## src/design/ultrasonic_frame_distance_parser_assert.svh

```systemverilog
// ----------------------------------------------------------------------------
// Ultrasonic frame distance parser assertion macros
// Shorthand for the clocked implication checks used in the controller.
// ----------------------------------------------------------------------------
`ifndef ULTRASONIC_FRAME_DISTANCE_PARSER_ASSERT_SVH
`define ULTRASONIC_FRAME_DISTANCE_PARSER_ASSERT_SVH

// Same-cycle implication, sampled on clk and disabled while rst_n is low.
`define UFDP_ASSERT_IMP(lbl, ante, cons, msg) \
    lbl: assert property (@(posedge clk) disable iff (!rst_n) (ante) |-> (cons)) \
        else $error(msg);

// Next-cycle implication, sampled on clk and disabled while rst_n is low.
`define UFDP_ASSERT_NXT(lbl, ante, cons, msg) \
    lbl: assert property (@(posedge clk) disable iff (!rst_n) (ante) |=> (cons)) \
        else $error(msg);

`endif

```

## src/design/ufdp_pkg.sv

```systemverilog
// ----------------------------------------------------------------------------
// ufdp_pkg
// Shared constants and controller/datapath interface types.
// ----------------------------------------------------------------------------
package ufdp_pkg;

    localparam int unsigned NUM_SENSORS_DEF = 8;
    localparam int unsigned FRAME_LEN_DEF   = 24;

    localparam logic [7:0]  HEADER_BYTE = 8'h35;
    localparam int unsigned DATA_START  = 8;

    localparam int unsigned DIST_W = 15;
    localparam int unsigned IDX_W  = 3;

    // First scale factor (the divide by 1024 is a shift that truncates toward zero).
    localparam int unsigned MUL_A   = 1600;
    localparam int unsigned SHIFT_A = 10;
    // Second scale factor and its divisor.
    localparam int unsigned MUL_B   = 254;
    localparam int unsigned DIV_B   = 644;
    // floor(2^32 / 644); the quotient estimate is low by at most one.
    localparam int unsigned RECIP_B = 6669203;
    localparam int unsigned RECIP_SH = 32;

    // Commands from the controller to the datapath.
    typedef struct packed {
        logic             load_low;
        logic             launch;
        logic [IDX_W-1:0] word_idx;
        logic             last;
    } cmd_t;

    // Status from the datapath to the controller.
    typedef struct packed {
        logic busy;
    } sts_t;

endpackage

```

## src/design/ufdp_dp.sv

```systemverilog
// ----------------------------------------------------------------------------
// ufdp_dp
// Word assembly, four-stage scaling pipeline and result output register.
// ----------------------------------------------------------------------------
module ufdp_dp
    import ufdp_pkg::*;
(
    input  logic                     clk,
    input  logic                     rst_n,
    input  logic [7:0]               rx_byte,
    input  cmd_t                     cmd,
    output sts_t                     sts,
    output logic                     out_valid,
    input  logic                     out_stall,
    output logic signed [DIST_W-1:0] distance_value,
    output logic [IDX_W-1:0]         sensor_index,
    output logic                     last
);

    logic [7:0] low_reg;

    // Stage 1: v * 1600.
    logic               s1_vld_reg;
    logic signed [26:0] s1_prod_reg;
    logic [IDX_W-1:0]   s1_idx_reg;
    logic               s1_last_reg;
    logic signed [15:0] word;
    logic signed [26:0] s1_prod_next;

    // Stage 2: truncate, wrap to 16 bits, times 254.
    logic               s2_vld_reg;
    logic signed [23:0] s2_prod_reg;
    logic [IDX_W-1:0]   s2_idx_reg;
    logic               s2_last_reg;
    logic signed [26:0] quot_a;
    logic signed [15:0] wrapped;
    logic signed [23:0] s2_prod_next;

    // Stage 3: magnitude and reciprocal quotient estimate.
    logic               s3_vld_reg;
    logic [22:0]        s3_mag_reg;
    logic [13:0]        s3_q_reg;
    logic               s3_neg_reg;
    logic [IDX_W-1:0]   s3_idx_reg;
    logic               s3_last_reg;
    logic [22:0]        mag;
    logic [45:0]        q_full;

    // Stage 4: one-step correction into the output register.
    logic                     out_vld_reg;
    logic signed [DIST_W-1:0] dist_reg;
    logic [IDX_W-1:0]         idx_reg;
    logic                     last_reg;
    logic [23:0]              q_times;
    logic [23:0]              rem;
    logic [13:0]              q_fix;
    logic signed [DIST_W-1:0] dist_next;

    assign word         = signed'({rx_byte, low_reg});
    assign s1_prod_next = 27'(word) * 27'(MUL_A);

    // Truncation toward zero: bias negative values before the arithmetic shift.
    assign quot_a = s1_prod_reg[26] ? ((s1_prod_reg + 27'((1 << SHIFT_A) - 1)) >>> SHIFT_A)
                                    : (s1_prod_reg >>> SHIFT_A);
    assign wrapped      = quot_a[15:0];
    assign s2_prod_next = 24'(wrapped) * 24'(MUL_B);

    assign mag    = s2_prod_reg[23] ? 23'(-s2_prod_reg) : 23'(s2_prod_reg);
    assign q_full = 46'(mag) * 46'(RECIP_B);

    assign q_times   = 24'(s3_q_reg) * 24'(DIV_B);
    assign rem       = 24'(s3_mag_reg) - q_times;
    assign q_fix     = (rem >= 24'(DIV_B)) ? s3_q_reg + 14'd1 : s3_q_reg;
    assign dist_next = s3_neg_reg ? -DIST_W'(q_fix) : DIST_W'(q_fix);

    always_ff @(posedge clk)
    begin
        if (cmd.load_low)
        begin
            low_reg <= rx_byte;
        end
        if (cmd.launch)
        begin
            s1_prod_reg <= s1_prod_next;
            s1_idx_reg  <= cmd.word_idx;
            s1_last_reg <= cmd.last;
        end
        if (s1_vld_reg)
        begin
            s2_prod_reg <= s2_prod_next;
            s2_idx_reg  <= s1_idx_reg;
            s2_last_reg <= s1_last_reg;
        end
        if (s2_vld_reg)
        begin
            s3_mag_reg  <= mag;
            s3_q_reg    <= q_full[RECIP_SH +: 14];
            s3_neg_reg  <= s2_prod_reg[23];
            s3_idx_reg  <= s2_idx_reg;
            s3_last_reg <= s2_last_reg;
        end
        if (s3_vld_reg)
        begin
            dist_reg <= dist_next;
            idx_reg  <= s3_idx_reg;
            last_reg <= s3_last_reg;
        end
    end

    always_ff @(posedge clk or negedge rst_n)
    begin
        if (!rst_n)
        begin
            s1_vld_reg  <= 1'b0;
            s2_vld_reg  <= 1'b0;
            s3_vld_reg  <= 1'b0;
            out_vld_reg <= 1'b0;
        end
        else
        begin
            s1_vld_reg <= cmd.launch;
            s2_vld_reg <= s1_vld_reg;
            s3_vld_reg <= s2_vld_reg;
            // Only one word is ever in flight, so the register is empty here.
            if (s3_vld_reg)
            begin
                out_vld_reg <= 1'b1;
            end
            else if (!out_stall)
            begin
                out_vld_reg <= 1'b0;
            end
        end
    end

    assign sts.busy       = s1_vld_reg | s2_vld_reg | s3_vld_reg | out_vld_reg;
    assign out_valid      = out_vld_reg;
    assign distance_value = dist_reg;
    assign sensor_index   = idx_reg;
    assign last           = last_reg;

endmodule

```

## src/design/ufdp_ctrl.sv

```systemverilog
// ----------------------------------------------------------------------------
// ufdp_ctrl
// Header hunt and frame position state machine; issues datapath commands.
// ----------------------------------------------------------------------------
`include "ultrasonic_frame_distance_parser_assert.svh"

module ufdp_ctrl
    import ufdp_pkg::*;
#(
    parameter int unsigned NUM_SENSORS = NUM_SENSORS_DEF,
    parameter int unsigned FRAME_LEN   = FRAME_LEN_DEF
)
(
    input  logic       clk,
    input  logic       rst_n,
    input  logic       in_valid,
    output logic       in_stall,
    input  logic [7:0] rx_byte,
    input  sts_t       sts,
    output cmd_t       cmd
);

    localparam int unsigned POS_W    = $clog2(FRAME_LEN);
    localparam int unsigned DATA_END = DATA_START + 2 * NUM_SENSORS;

    localparam logic ST_HUNT  = 1'b0;
    localparam logic ST_FRAME = 1'b1;

    logic             state_reg, state_next;
    logic             prev_hdr_reg, prev_hdr_next;
    logic [POS_W-1:0] pos_reg, pos_next;

    logic        accept;
    logic        is_hdr;
    logic [31:0] pos_w;
    logic [31:0] offset;
    logic        in_data;
    logic        is_high;

    assign is_hdr  = (rx_byte == HEADER_BYTE);
    assign pos_w   = 32'(pos_reg);
    assign offset  = pos_w - 32'(DATA_START);
    assign in_data = (pos_w >= 32'(DATA_START)) && (pos_w < 32'(DATA_END));
    assign is_high = (state_reg == ST_FRAME) && in_data && offset[0];

    // A word-completing byte waits until the previous result has left.
    assign in_stall = is_high && sts.busy;
    assign accept   = in_valid && !in_stall;

    assign cmd.load_low = accept && (state_reg == ST_FRAME) && in_data && !offset[0];
    assign cmd.launch   = accept && is_high;
    assign cmd.word_idx = offset[IDX_W:1];
    assign cmd.last     = (offset[31:1] == 31'(NUM_SENSORS - 1));

    always_comb
    begin
        state_next    = state_reg;
        prev_hdr_next = prev_hdr_reg;
        pos_next      = pos_reg;
        if (accept)
        begin
            unique case (state_reg)
                ST_HUNT:
                begin
                    if (prev_hdr_reg && is_hdr)
                    begin
                        state_next    = ST_FRAME;
                        pos_next      = POS_W'(2);
                        prev_hdr_next = 1'b0;
                    end
                    else
                    begin
                        prev_hdr_next = is_hdr;
                    end
                end
                ST_FRAME:
                begin
                    if (pos_w + 32'd1 >= 32'(FRAME_LEN))
                    begin
                        state_next    = ST_HUNT;
                        pos_next      = '0;
                        prev_hdr_next = 1'b0;
                    end
                    else
                    begin
                        pos_next = pos_reg + POS_W'(1);
                    end
                end
                default:
                begin
                    state_next = ST_HUNT;
                end
            endcase
        end
    end

    always_ff @(posedge clk or negedge rst_n)
    begin
        if (!rst_n)
        begin
            state_reg    <= ST_HUNT;
            prev_hdr_reg <= 1'b0;
            pos_reg      <= '0;
        end
        else
        begin
            state_reg    <= state_next;
            prev_hdr_reg <= prev_hdr_next;
            pos_reg      <= pos_next;
        end
    end

    `UFDP_ASSERT_IMP(a_launch_in_frame, cmd.launch, state_reg == ST_FRAME, "launch outside frame")
    `UFDP_ASSERT_IMP(a_launch_idle, cmd.launch, !sts.busy, "launch while datapath busy")
    `UFDP_ASSERT_IMP(a_stall_busy, in_stall, sts.busy && is_high, "stall without cause")
    `UFDP_ASSERT_NXT(a_frame_start, accept && state_reg == ST_HUNT && prev_hdr_reg && is_hdr,
        state_reg == ST_FRAME && pos_reg == POS_W'(2), "frame start missed")

endmodule

```

## src/design/ultrasonic_frame_distance_parser.sv

```systemverilog
// ----------------------------------------------------------------------------
// ultrasonic_frame_distance_parser
// Finds 0x35 0x35 framed sensor packets in a byte stream and emits one scaled
// distance per sensor word.
// ----------------------------------------------------------------------------
//
//  Channel  Direction  Handshake            Payload
//  -------  ---------  -------------------  ------------------------------------
//  in       input      in_valid / in_stall   rx_byte[7:0]
//  out      output     out_valid / out_stall distance_value[14:0] (signed),
//                                            sensor_index[2:0], last
//
// Header, skipped and low data bytes are taken at one transfer per cycle.
// The byte that completes a sensor word is held off (in_stall) while the
// previous word is still in the scaling pipeline or waiting in the output
// register; its result moves through the scaling stages into the output
// register and is presented on out, so only one word is in flight at a time.
// The pipeline is four registered stages: v*1600, truncate/wrap and *254,
// a reciprocal quotient estimate for the divide by 644, and a correction.
// Reset is asynchronous and active low; it returns the block to hunting for
// a header and empties the pipeline. There is no clearing pass.
// A stall on out holds the result; low and skipped bytes still flow in.
//
module ultrasonic_frame_distance_parser
    import ufdp_pkg::*;
#(
    parameter int unsigned NUM_SENSORS = NUM_SENSORS_DEF,
    parameter int unsigned FRAME_LEN   = FRAME_LEN_DEF
)
(
    input  logic                     clk,
    input  logic                     rst_n,
    input  logic                     in_valid,
    output logic                     in_stall,
    input  logic [7:0]               rx_byte,
    output logic                     out_valid,
    input  logic                     out_stall,
    output logic signed [DIST_W-1:0] distance_value,
    output logic [IDX_W-1:0]         sensor_index,
    output logic                     last
);

    // Command and status buses between the controller and the datapath.
    cmd_t cmd;
    sts_t sts;

    // The controller tracks header hunting and the position within a frame,
    // and decides which bytes are stored and which start a scaling pass.
    ufdp_ctrl #(
        .NUM_SENSORS (NUM_SENSORS),
        .FRAME_LEN   (FRAME_LEN)
    ) u_ctrl (
        .clk      (clk),
        .rst_n    (rst_n),
        .in_valid (in_valid),
        .in_stall (in_stall),
        .rx_byte  (rx_byte),
        .sts      (sts),
        .cmd      (cmd)
    );

    // The datapath assembles each word, scales it and holds the result until
    // the downstream side completes the transfer.
    ufdp_dp u_dp (
        .clk            (clk),
        .rst_n          (rst_n),
        .rx_byte        (rx_byte),
        .cmd            (cmd),
        .sts            (sts),
        .out_valid      (out_valid),
        .out_stall      (out_stall),
        .distance_value (distance_value),
        .sensor_index   (sensor_index),
        .last           (last)
    );

endmodule

```

## config.mk

```make
export PLATFORM = sky130hd
export DESIGN_NAME = ultrasonic_frame_distance_parser
export DESIGN_NICKNAME = d
export VERILOG_FILES = /design/src/design/ufdp_pkg.sv /design/src/design/ufdp_dp.sv /design/src/design/ufdp_ctrl.sv /design/src/design/ultrasonic_frame_distance_parser.sv
export VERILOG_INCLUDE_DIRS = /design/src /design/src/design
export SDC_FILE = /design/constraint.sdc
export NUM_CORES = 1
export LEC_CHECK = 0
export ABC_AREA = 0
export BUFFER_PORTS_ARGS = -buffer_cell sky130_fd_sc_hd__buf_2
export CELL_PAD_IN_SITES_DETAIL_PLACEMENT = 0
export CELL_PAD_IN_SITES_GLOBAL_PLACEMENT = 1
export CORE_ASPECT_RATIO = 1.4
export CORE_MARGIN = 1.5
export CORE_UTILIZATION = 53
export DETAILED_ROUTE_END_ITERATION = 6
export GPL_ROUTABILITY_DRIVEN = 1
export GPL_TIMING_DRIVEN = 1
export PLACE_DENSITY_LB_ADDON = 0.1
export REMOVE_ABC_BUFFERS = 1
export SLEW_MARGIN = 15
export SYNTH_ARGS = -nofsm -noshare
export SYNTH_HDL_FRONTEND = slang
export SYNTH_SLANG_ARGS = --single-unit
```

## constraint.sdc

```tcl
create_clock -name clk -period 16 [get_ports clk]
set_input_delay 3.2 -clock clk [delete_from_list [all_inputs] [get_ports clk]]
set_output_delay 3.2 -clock clk [all_outputs]
set_load 0.01 [all_outputs]
```

## Yosys cells after proc, flatten, opt, wreduce, memory -nomap -nowiden

Cells that the tools add are included.

- Register bits: 132
- Word-level logic and storage cells: 77
- Bits of input ports: 12

- Reductions and logical operators: 14
- Multipliers: 4
- Bitwise operators: 4
- Order comparisons: 4
- Add/subtract/negate cells: 8
- Eq/ne operators: 5
- Mux-type cells: 15

Operators by type and width:

| operator | count |
|---|---|
| $mul A23 B23 Y46 const B | 1 |
| $ge A32 B5 Y1 const B | 1 |
| $eq A31 B3 Y1 const B | 1 |
| $mux W14 | 2 |
| $mul A27 B5 Y21 const B | 1 |
| $add A26 B11 Y26 const B | 1 |
| $ge A24 B10 Y1 const B | 1 |
| $mul A24 B7 Y23 const B | 1 |
| $sub A23 B24 Y24 | 1 |
| $mux W23 | 1 |
| $neg A23 Y23 | 1 |
| $mul A14 B8 Y22 const B | 1 |
| $mux W16 | 1 |
| $neg A14 Y15 | 1 |
| $add A14 B1 Y14 const B | 1 |
| $logic_and A1 B1 Y1 | 10 |
| $mux W5 | 2 |
| $pmux W5 S2 | 1 |
| $eq A8 B6 Y1 const B | 1 |
| $add A5 B1 Y6 const B | 1 |
| $mux W1 | 6 |
| $sub A5 B4 Y6 const B | 1 |
| $add A5 B1 Y5 const B | 1 |
| $ge A5 B4 Y1 const B | 1 |
| 8 further kinds | 14 |

## Depth between registers and ports, before layout

Gate-level depths: netlist of run 1.

- Depth in word-level cells: 10
- Depth in mapped cells: 33
- Depth with buffers taken out: 31

## Modules after synthesis

From an unflattened synthesis of run 1, not the netlist that was laid out.

- Cell total of the unflattened synthesis: 2013
- Area, all modules: 20803.7 um^2

Modules (own cells, without submodules):

| module | area an instance (um^2) | instances | cells each |
|---|---|---|---|
| ufdp_dp | 20190.6 | 1 | 1942 |
| ufdp_ctrl | 613.1 | 1 | 71 |

## Worst setup path before layout of run 1

No wires, ideal clock.

- Path kind: reg-to-reg
- Start: reg u_dp.s2_prod_reg[5]
- End: reg u_dp.s3_q_reg[13] (data pin)
- Setup time: 260 ps
- Arrival time: 7857 ps
- Cell stages (with the launch flop): 28
- Period minus slack after synthesis: 8117 ps
- Setup slack: 7883 ps
- Data required time: 15740 ps
- Path buffers: 0
- Cells stage by stage: edfxtp_1 > or4_1 > or3_1 > or4_1 > nor3_1 > a21boi_0 > xor2_1 > inv_1 > fa_1 > inv_1 > ha_1 > inv_1 > fa_1 > inv_1 > fa_1 > fa_1 > fa_1 > ha_1 > ha_1 > a21o_1 > a21oi_1 > o21ai_0 > o31a_1 > o21ai_0 > nand4_1 > a31oi_1 > o21bai_1 > xnor2_1

- Cells in the longest elaborated chain, start to end: 3

RTL lines:

| element | line | text |
|---|---|---|
| start: declaration | ufdp_dp.sv:32 | `logic signed [23:0] s2_prod_reg;` |
| start signal: assignment | ufdp_dp.sv:90 | `s2_prod_reg <= s2_prod_next;` |
| $neg A23 Y23 | ufdp_dp.sv:68 | `assign mag = s2_prod_reg[23] ? 23'(-s2_prod_reg) : 23'(s2_prod_reg);` |
| $mux W23 | ufdp_dp.sv:68 |  |
| named net u_dp.mag[16] | ufdp_dp.sv:46 | `logic [22:0] mag;` |
| $mul A23 B23 Y46 | ufdp_dp.sv:69 | `assign q_full = 46'(mag) * 46'(RECIP_B);` |
| named net u_dp.q_full[45] | ufdp_dp.sv:47 | `logic [45:0] q_full;` |
| end signal: assignment | ufdp_dp.sv:97 | `s3_q_reg <= q_full[RECIP_SH +: 14];` |
| end: declaration | ufdp_dp.sv:42 | `logic [13:0] s3_q_reg;` |

The timed path passes the listed nets, and every way through them passes these cells.
A chain may end at the register's enable or synchronous reset.

## Final worst setup path of run 1

Ends and elaborated chain as after synthesis.

==> results of run 1 <==
-- metrics by stage --
step | std cells | total power [mW] | hold WS [ns] | instance area, um^2
3_5_place_dp | 2555 | 0.449 | 0.405 | 21600
2_1_floorplan | 1976 | 0.429 | 0.400 | 20600
4_1_cts | 2587 | 0.827 | 0.421 | 22200
6_report | 2587 | 0.816 | 0.419 | 22200
5_1_grt | 2587 | 0.850 | 0.421 | 22200
3_3_place_gp | 2555 | 0.449 | 0.403 | 21600
-- worst register-to-register path: cells and delay by family (launching register included) --
family	cells	cell delay (ns)
flops	1	0.45
fa+ha+maj	7	2.86
simple gates	9	2.45
xor+xnor	2	0.28
buf+inv	5	0.53
compound gates	7	1.71
-- cell type report --
cell class	instances	share of cell area, %
well taps	522	2.94
inverters	427	7.23
clock inverters	15	0.660
repair buffers	57	1.57
multi-input cells	1419	68.3
flip-flops and latches	130	17.4
clock buffers	17	1.92
-- synth_stat cells, drive strengths merged (3+ instances only) --
library cell	count	area (um^2)
inv	426	1600
ha	412	5150
fa	257	5140
edfxtp	119	3570
xnor2	107	937
nand2	78	293
a21oi	75	379
nor2	70	263
o21ai	59	299
nand3	40	200
xor2	36	315
a21o	32	240
clkbuf	21	78.8
nor3	21	110
and3	17	106
o21bai	17	128
o31ai	17	133
a31oi	16	100
nand4	13	81.3
o211ai	13	103
dfrtp	11	275
nand2b	11	68.8
o21a	11	82.6
a211o	9	78.8
nor4	9	56.3
nor2b	8	57.6
a211oi	7	65.1
o41ai	7	83.8
a31o	6	52.6
mux2i	6	60.1
o31a	6	52.6
and4	5	43.8
o2111ai	5	43.8
or3	5	31.3
and2	4	25.0
and4b	4	40.0
or4	4	33.8
a311oi	3	26.3
buf	3	23.8
mux2	3	37.5
nand4b	3	26.3
or2	3	18.8
-- routing by layer --
metal | share of wire, % | vias to the layer above | global-route usage (%) | wire length (um)
met5 | 0 | - | 0 | 0
met4 | 1.7 | 0 | 5.07 | 763
met3 | 1.5 | 44 | 1.99 | 679
met2 | 57 | 144 | 46.9 | 25600
met1 | 40 | 6935 | 26.9 | 18000
li1 | - | 6838 | - | -
-- worst min-delay path by stage --
stage	start	end
finish	u_dp.s2_idx_reg[2]	u_dp.s3_idx_reg[2]
global placement	u_dp.s1_idx_reg[0]	u_dp.s2_idx_reg[0]
global route	u_dp.s1_idx_reg[1]	u_dp.s2_idx_reg[1]
CTS	u_dp.s2_idx_reg[2]	u_dp.s3_idx_reg[2]
floorplan	u_dp.s3_last_reg	u_dp.last
detailed placement	u_dp.s2_idx_reg[2]	u_dp.s3_idx_reg[2]
-- report_power, final --
group | switching, mW | internal [mW]
Combinational | 0.0401 | 0.0295
Sequential | 0.000142 | 0.371
Clock | 0.170 | 0.206
-- logic make-up after synthesis --
family	share of synthesized area, %
buf+inv	8.24
xor+xnor	6.05
simple gates	7.10
fa+ha+maj	49.8
compound gates	9.75
mux	0.471
flops	18.6
==> results, run 1 <==
- The flow ran to the end, and the final reports show no timing, DRC or antenna violations.
- The hold buffer count at cts is 0.
- The insertion delay of the later-clocked pin in the worst-skew pair is 0.42 ns.
- The worst setup path is launched from a register.
- The floorplan step set the die width to 170 um.
- Counting instances, the worst hold path has a depth of 0.
- In this run the worst setup path terminates at u_dp.s3_q_reg[13].
- The number of design-rule violations left by the first detailed-router iteration is 537.
- The average vias per placed instance is 5.40.
- The number of buffers inserted during clock tree synthesis is 17.
- The number of post-CTS setup repair buffers is 0.
- The initialized floorplan defines 85 standard-cell rows.
- The type of the tightest min-delay check is register to register.
- The first-pass iteration count of the detailed router is 5.
- The leading cell type in the layout, fill and taps excluded is inv_1.
- In this run the cell area of the synthesized design comes to 20700 um^2.
- The number of unique standard cell types used by synthesis is 75.
- Data on the critical path arrives at its endpoint at 8.69 ns.
- After clock tree synthesis, the repair step resized 0 gates.
- The total track usage is 23.6%.
- The final-report hold violation count came to 0.
- After layout, the worst path uses 53.3% of the clock period.
- The top cell types in the final layout, fill and taps aside, are inv_1 (426), ha_1 (412), fa_1 (257), edfxtp_1 (119), xnor2_1 (107).
- The stage delay of the slowest cell on the critical path is 0.61 ns.
- The utilization after layout is 57.6%.
- The top-level port count is 33.
- The maximum number of pins on one net before global-route repair is 42.
- The leakage dissipation is 10.9 nW.
- Based on the critical path, the design can be clocked at up to 117 MHz.
- Once detailed placement completed, the half-perimeter wirelength came to 39.2 mm.
- In this run the number of H-tree levels came out at 4.
- The count of mapped cells out of synthesis is 2000.
- At the pin with the least slew margin, the transition time is 0.972 ns.
- The share of layout cells above drive strength 1 is 5.52%.
- The flip-flop and latch count after synthesis is 130.
- The starting density of the core is 53.8%.
- The area of the die is 40300 um^2.
- The critical path launch point is u_dp.s2_prod_reg[5].
- The max-slew violation count is 0.
- The aggregate global routing overflow is 0.
- The worst reg2reg path startpoint is u_dp.s2_prod_reg[5].
- The area growth from synthesis to layout is 7.12%.
- The number of antenna violations at the first check in global routing is 0.
- The multi-input combinational cells in the finished layout cover a total of 15200 um^2.
- The final count of negative-setup-slack endpoints is 0.
- The setup slack of the worst register-to-register path is 7.47 ns.
- The critical path is of the register to register type.
- The largest delay contributor family on the critical path is adder cells.
- The root cell of the clock tree is clkbuf_16.
- The first global-routing pass estimated 74.2 mm of wire.
- At the end of the flow, the number of nets in the layout was 2733.
- The cell at the slowest stage of the critical path is or4_1.
- The worst setup path is captured at a register.
- The number of buffers on the longest clock path is 2.
- The count of flip-flops with a built-in enable after synthesis is 119.
- After detailed routing, the number of remaining DRC violations is 0.
- The die height is 237 um.
- The antenna cell count is 0.
- The worst-case headroom to the max-slew limit is 35.2%.
- Power spread over the standard cell area amounts to 36.8 nW/um^2.
- The critical path contains buffers and inverters numbering 5 combined.
- In this run the tool buffered the top-level ports with 32 buffer cells.
- The reg-to-reg endpoint is u_dp.s3_q_reg[13].
- The setup TNS is 0 ns.
- In the final routed layout, each cell accounts on average for 17.4 um.
- The detailed router placed 13961 vias in this run.
- The smallest setup slack after layout is 7.47 ns.
- Yosys printed 0 warnings.
- The tool flagged a number of max-cap violations equal to 0.
- The via count of the first global-routing pass came to 14632.
- The final critical path time including I/O delays and setup is 8.53 ns.
- The register with the most flip-flops in the layout has 23 of them.
- The final antenna-violating net count is 0.
- The sequential standard cell area is 3850 um^2.
- The final weighted congestion of routability-driven global placement is 0.892.
- The clock-pin slew reported for the worst setup and hold paths after clock tree synthesis is 0.06 ns.
- VDD sags by at most 0.0566 mV.
- The pre-CTS worst setup slack is 7.43 ns.
- The critical path crosses 30 cells after its start point.
- The TritonCTS clock tree is done.
- For the worst flop-to-flop path, the logic depth is 30.
- Setup repair after global routing left no endpoint under its margin.
- The proportion of synthesized flip-flops having asynchronous set or reset is 8.46%.
- For the final database, setup skew stands at 0.0135 ns.
- The synthesized area per cell is 10.4 um^2.
- The most used flip-flop cell after synthesis is edfxtp_1.
- The data required time at the worst endpoint is 16.16 ns.
- The clock sink count is 130.
- The core area is 38500 um^2.
- Of all nets on the critical path, the largest fanout is 8.
- The portion of the post-synthesis area used by sequential elements is 18.6%.
- Summed over all layers, the routed wires come to 45.1 mm.
- Counting the fill cells in the layout gives 3471.
- Counting stages on the worst path, the most repeated cell is fa_1.
Power figures use the tool's default switching activity.
==> run 2: changes to the inputs <==
Settings changed: ABC_AREA 0 to 1, CORE_UTILIZATION 53 to 47.
Clock period 16 ns to 6.9 ns, I/O delays scaled along.
==> results, run 2 <==
- The final count of negative-setup-slack endpoints is 0 (unchanged).
- The worst setup skew after layout was 0.0124 ns (-0.00111 ns).
- The max-slew violation count is 0 (unchanged).
- STA classifies the critical path startpoint as a register.
- The total wire length is 52.9 mm (+17%).
- The die span in x is 183 um (+7.6%).
- The post-route DRC violation count is 0 (unchanged).
- The antenna cell count is 0 (unchanged).
- The average wire per standard cell was 16.8 um (-3.5%).
- The worst-path maximum fanout came to 4 (-4).
- The number of buffers inserted during clock tree synthesis is 17 (unchanged).
- The number of synthesis warnings came to 0 (unchanged).
- The number of filler instances in the final layout is 4049 (+17%).
- The starting density of the core was 47.4% (-6.3 points).
- The proportion of synthesized flip-flops having asynchronous set or reset is 8.46% (unchanged).
- The layout overhead on the synthesized area is 18.5%.
- The kind of end point of the critical path is a register.
- Among all cell types in the netlist, the one instantiated most often is inv_1.
- The stage delay of the slowest cell on the critical path came to 0.62 ns (about the same).
- The flip-flop and latch count after synthesis is 130 (unchanged).
- The root cell of the clock tree is clkbuf_16.
- The top-level port count is 33 (unchanged).
- The synthesized area per cell was 9.13 um^2 (-12%).
- The utilization after layout is 56.2% (-1.4 points).
- The hold buffer count at cts was 0 (unchanged).
- The critical path is of the register to register type.
- The share of layout cells above drive strength 1 is 17.9% (+12 points).
- The final-report hold violation count is 0 (unchanged).
- The number of design-rule violations left by the first detailed-router iteration is 463 (-14%).
- The number of flip-flops in the largest register is 23 (unchanged).
- The critical path data arrival time is 7.07 ns (-1.62 ns).
- Leaving out fill and tap cells, the most frequent cell in the layout is inv_1.
- The portion of the post-synthesis area used by sequential elements came to 18.1% (-0.52 points).
- The core area is 44900 um^2 (+17%).
- The first-pass GRT wire length came to 84.4 mm (+14%).
- Leaving out fill and tap cells, the most frequent cells in the layout are inv_1 (535), ha_1 (368), nand2_1 (335), fa_1 (251), buf_4 (174).
- The average vias per placed instance is 5.02 (-7.0%).
- The achievable frequency is 145 MHz (+24%).
- Ranked by total cell area, the synthesized netlist is headed by ha_1 (24%), fa_1 (24%), edfxtp_1 (17%).
- The clock-pin slew reported for the worst setup and hold paths after clock tree synthesis came to 0.06 ns (about the same).
- The count of flip-flops with a built-in enable after synthesis is 119 (unchanged).
- The period utilization came to 99.6% (+46 points).
- ha_1 takes more of the synthesized area than any other cell.
- The total track usage is 23.6% (about the same).
- The aggregate global routing overflow is 0 (unchanged).
- The setup TNS is 0 ns (unchanged).
- The maximum level of the CTS H-tree is 4 (unchanged).
- The final antenna-violating net count is 0 (unchanged).
- The number of antenna violations at the first check in global routing came to 0 (unchanged).
- The worst-case headroom to the max-slew limit is 23.2% (-12 points).
- The type of the tightest min-delay check is register to register.
- The via count came to 15780 (+13%).
- The area of the die is 46600 um^2 (+16%).
- The TritonCTS clock tree is done.
- The cell row count is 92 (+8.2%).
- The slew at the pin closest to its max-slew limit was 1.14 ns (+0.172 ns).
- The data required time at the worst endpoint is 7.09 ns (-9.07 ns).
- The maximum number of pins on one net before global-route repair came to 42 (unchanged).
- The first-pass iteration count of the detailed router is 7 (+2).
- Among all flip-flop cells after synthesis, the most frequent one is edfxtp_1.
- The number of I/O port buffers is 32 (unchanged).
- The number of unique standard cell types used by synthesis is 48 (-36%).
- The cell area after synthesis is 21300 um^2 (+2.9%).
- The final critical path time including I/O delays and setup came to 6.88 ns (-1.65 ns).
- The share of Yosys cell area claimed by the top area cell type is 24.2% (-0.70 points).
- The insertion delay of the later-clocked pin in the worst-skew pair was 0.45 ns (+0.03 ns).
- The number of buffers on the longest clock path was 2 (unchanged).
- The die height is 255 um (+7.6%).
- The final weighted congestion of routability-driven global placement is 0.891 (-0.15%).
- The final net count is 3249 (+19%).
- By count the netlist is led by inv_1 (557), ha_1 (412), nand2_1 (349).
- The via count of the first global-routing pass is 16494 (+13%).
- In this design, the critical path's most frequently occurring cell is fa_1.
- The count of mapped cells out of synthesis is 2334 (+17%).
- The clock sink count was 130 (unchanged).
- The slowest stage of the critical path is the fa_1 cell.
- The max-capacitance violation count is 0 (unchanged).
- The run finished with clean final reports.
- Setup repair after global routing could not meet its margin everywhere.
- The HPWL after detailed placement is 46.1 mm (+18%).
==> run 2: cell types whose count changed in the layout (fill, tap and decap cells not counted), moves of 39 or more <==
cell / delta
nand2_1: +257
buf_4: +149
xnor2_1: -77
inv_1: +109
xor2_1: +39
ha_1: -44
==> run 2: worst max-delay path: cells and delay by family, from the launching register on <==
| family | cells | cell delay [ns] |
|---|---|---|
| and+or+nand+nor | 6 | 0.74 |
| xor gates and xnor gates | 2 | 0.37 |
| adders and majority gates | 8 | 3.38 |
| buffers and inverters | 6 | 0.53 |
| DFF | 1 | 0.44 |
| AOI/OAI and AO/OA | 8 | 1.16 |
==> run 2: path summary, 6_finish.rpt <==
kind | start | to | slack (ns) | cells past startpoint
worst min register to register | u_dp.s3_idx_reg[2] | u_dp.sensor_index[2] | 0.42 | 0
max in group asynchronous | rst_n | u_dp.s2_vld_reg | 5.85 | 1
worst min-delay path | u_dp.s3_idx_reg[2] | u_dp.sensor_index[2] | 0.42 | 0
min in group asynchronous | rst_n | u_dp.s3_vld_reg | 0.81 | 1
worst max register to register | u_dp.s2_prod_reg[3] | u_dp.s3_q_reg[8] | 0.02 | 30
worst max-delay path | u_dp.s2_prod_reg[3] | u_dp.s3_q_reg[8] | 0.02 | 30
==> run 2: per-stage QoR <==
step / hold slack, ns / instances / instance area [um^2] / setup slack, ns
floorplan: 0.400 / 2330 / 21300 / -0.509
global placement: 0.403 / 3074 / 23300 / -0.365
detailed placement: 0.406 / 3074 / 23300 / -0.490
CTS: 0.418 / 3121 / 24600 / -0.0363
global route: 0.426 / 3145 / 25200 / -0.365
finish: 0.415 / 3145 / 25200 / 0.0245
==> run 2: cells by family after synthesis <==
family | share of synthesized area (%)
xor+xnor | 4.77
simple gates | 13.0
compound gates | 5.77
flops | 18.1
fa+ha+maj | 48.4
buf+inv | 10.0
==> run 2: area by class of cell <==
type	instances	area, um^2	share of cell area, %
tap	564	706	2.80
inverter	561	2110	8.36
clock inverter	14	195	0.773
clock buffer	18	439	1.74
sequential	130	3850	15.3
timing repair buffer	219	1630	6.47
multi-input combinational	1639	16300	64.6
==> run 2: timing repair <==
action,in CTS,in global routing
resized for setup,98,108
setup buffers,16,28
pin swaps,76,70
setup endpoints to repair,14,29
cloned,0,0
==> run 2: routing by layer <==
layer	track usage [%]	share of wire [%]	vias up
li1	-	-	7908
met1	27.3	41	7670
met2	45.5	54	141
met3	2.86	1.8	61
met4	6.39	2.7	0
met5	0	0	-
Power of run 2 is not shown: default switching activity piles up to over one toggle a cycle in this logic, so the estimate is an artifact.
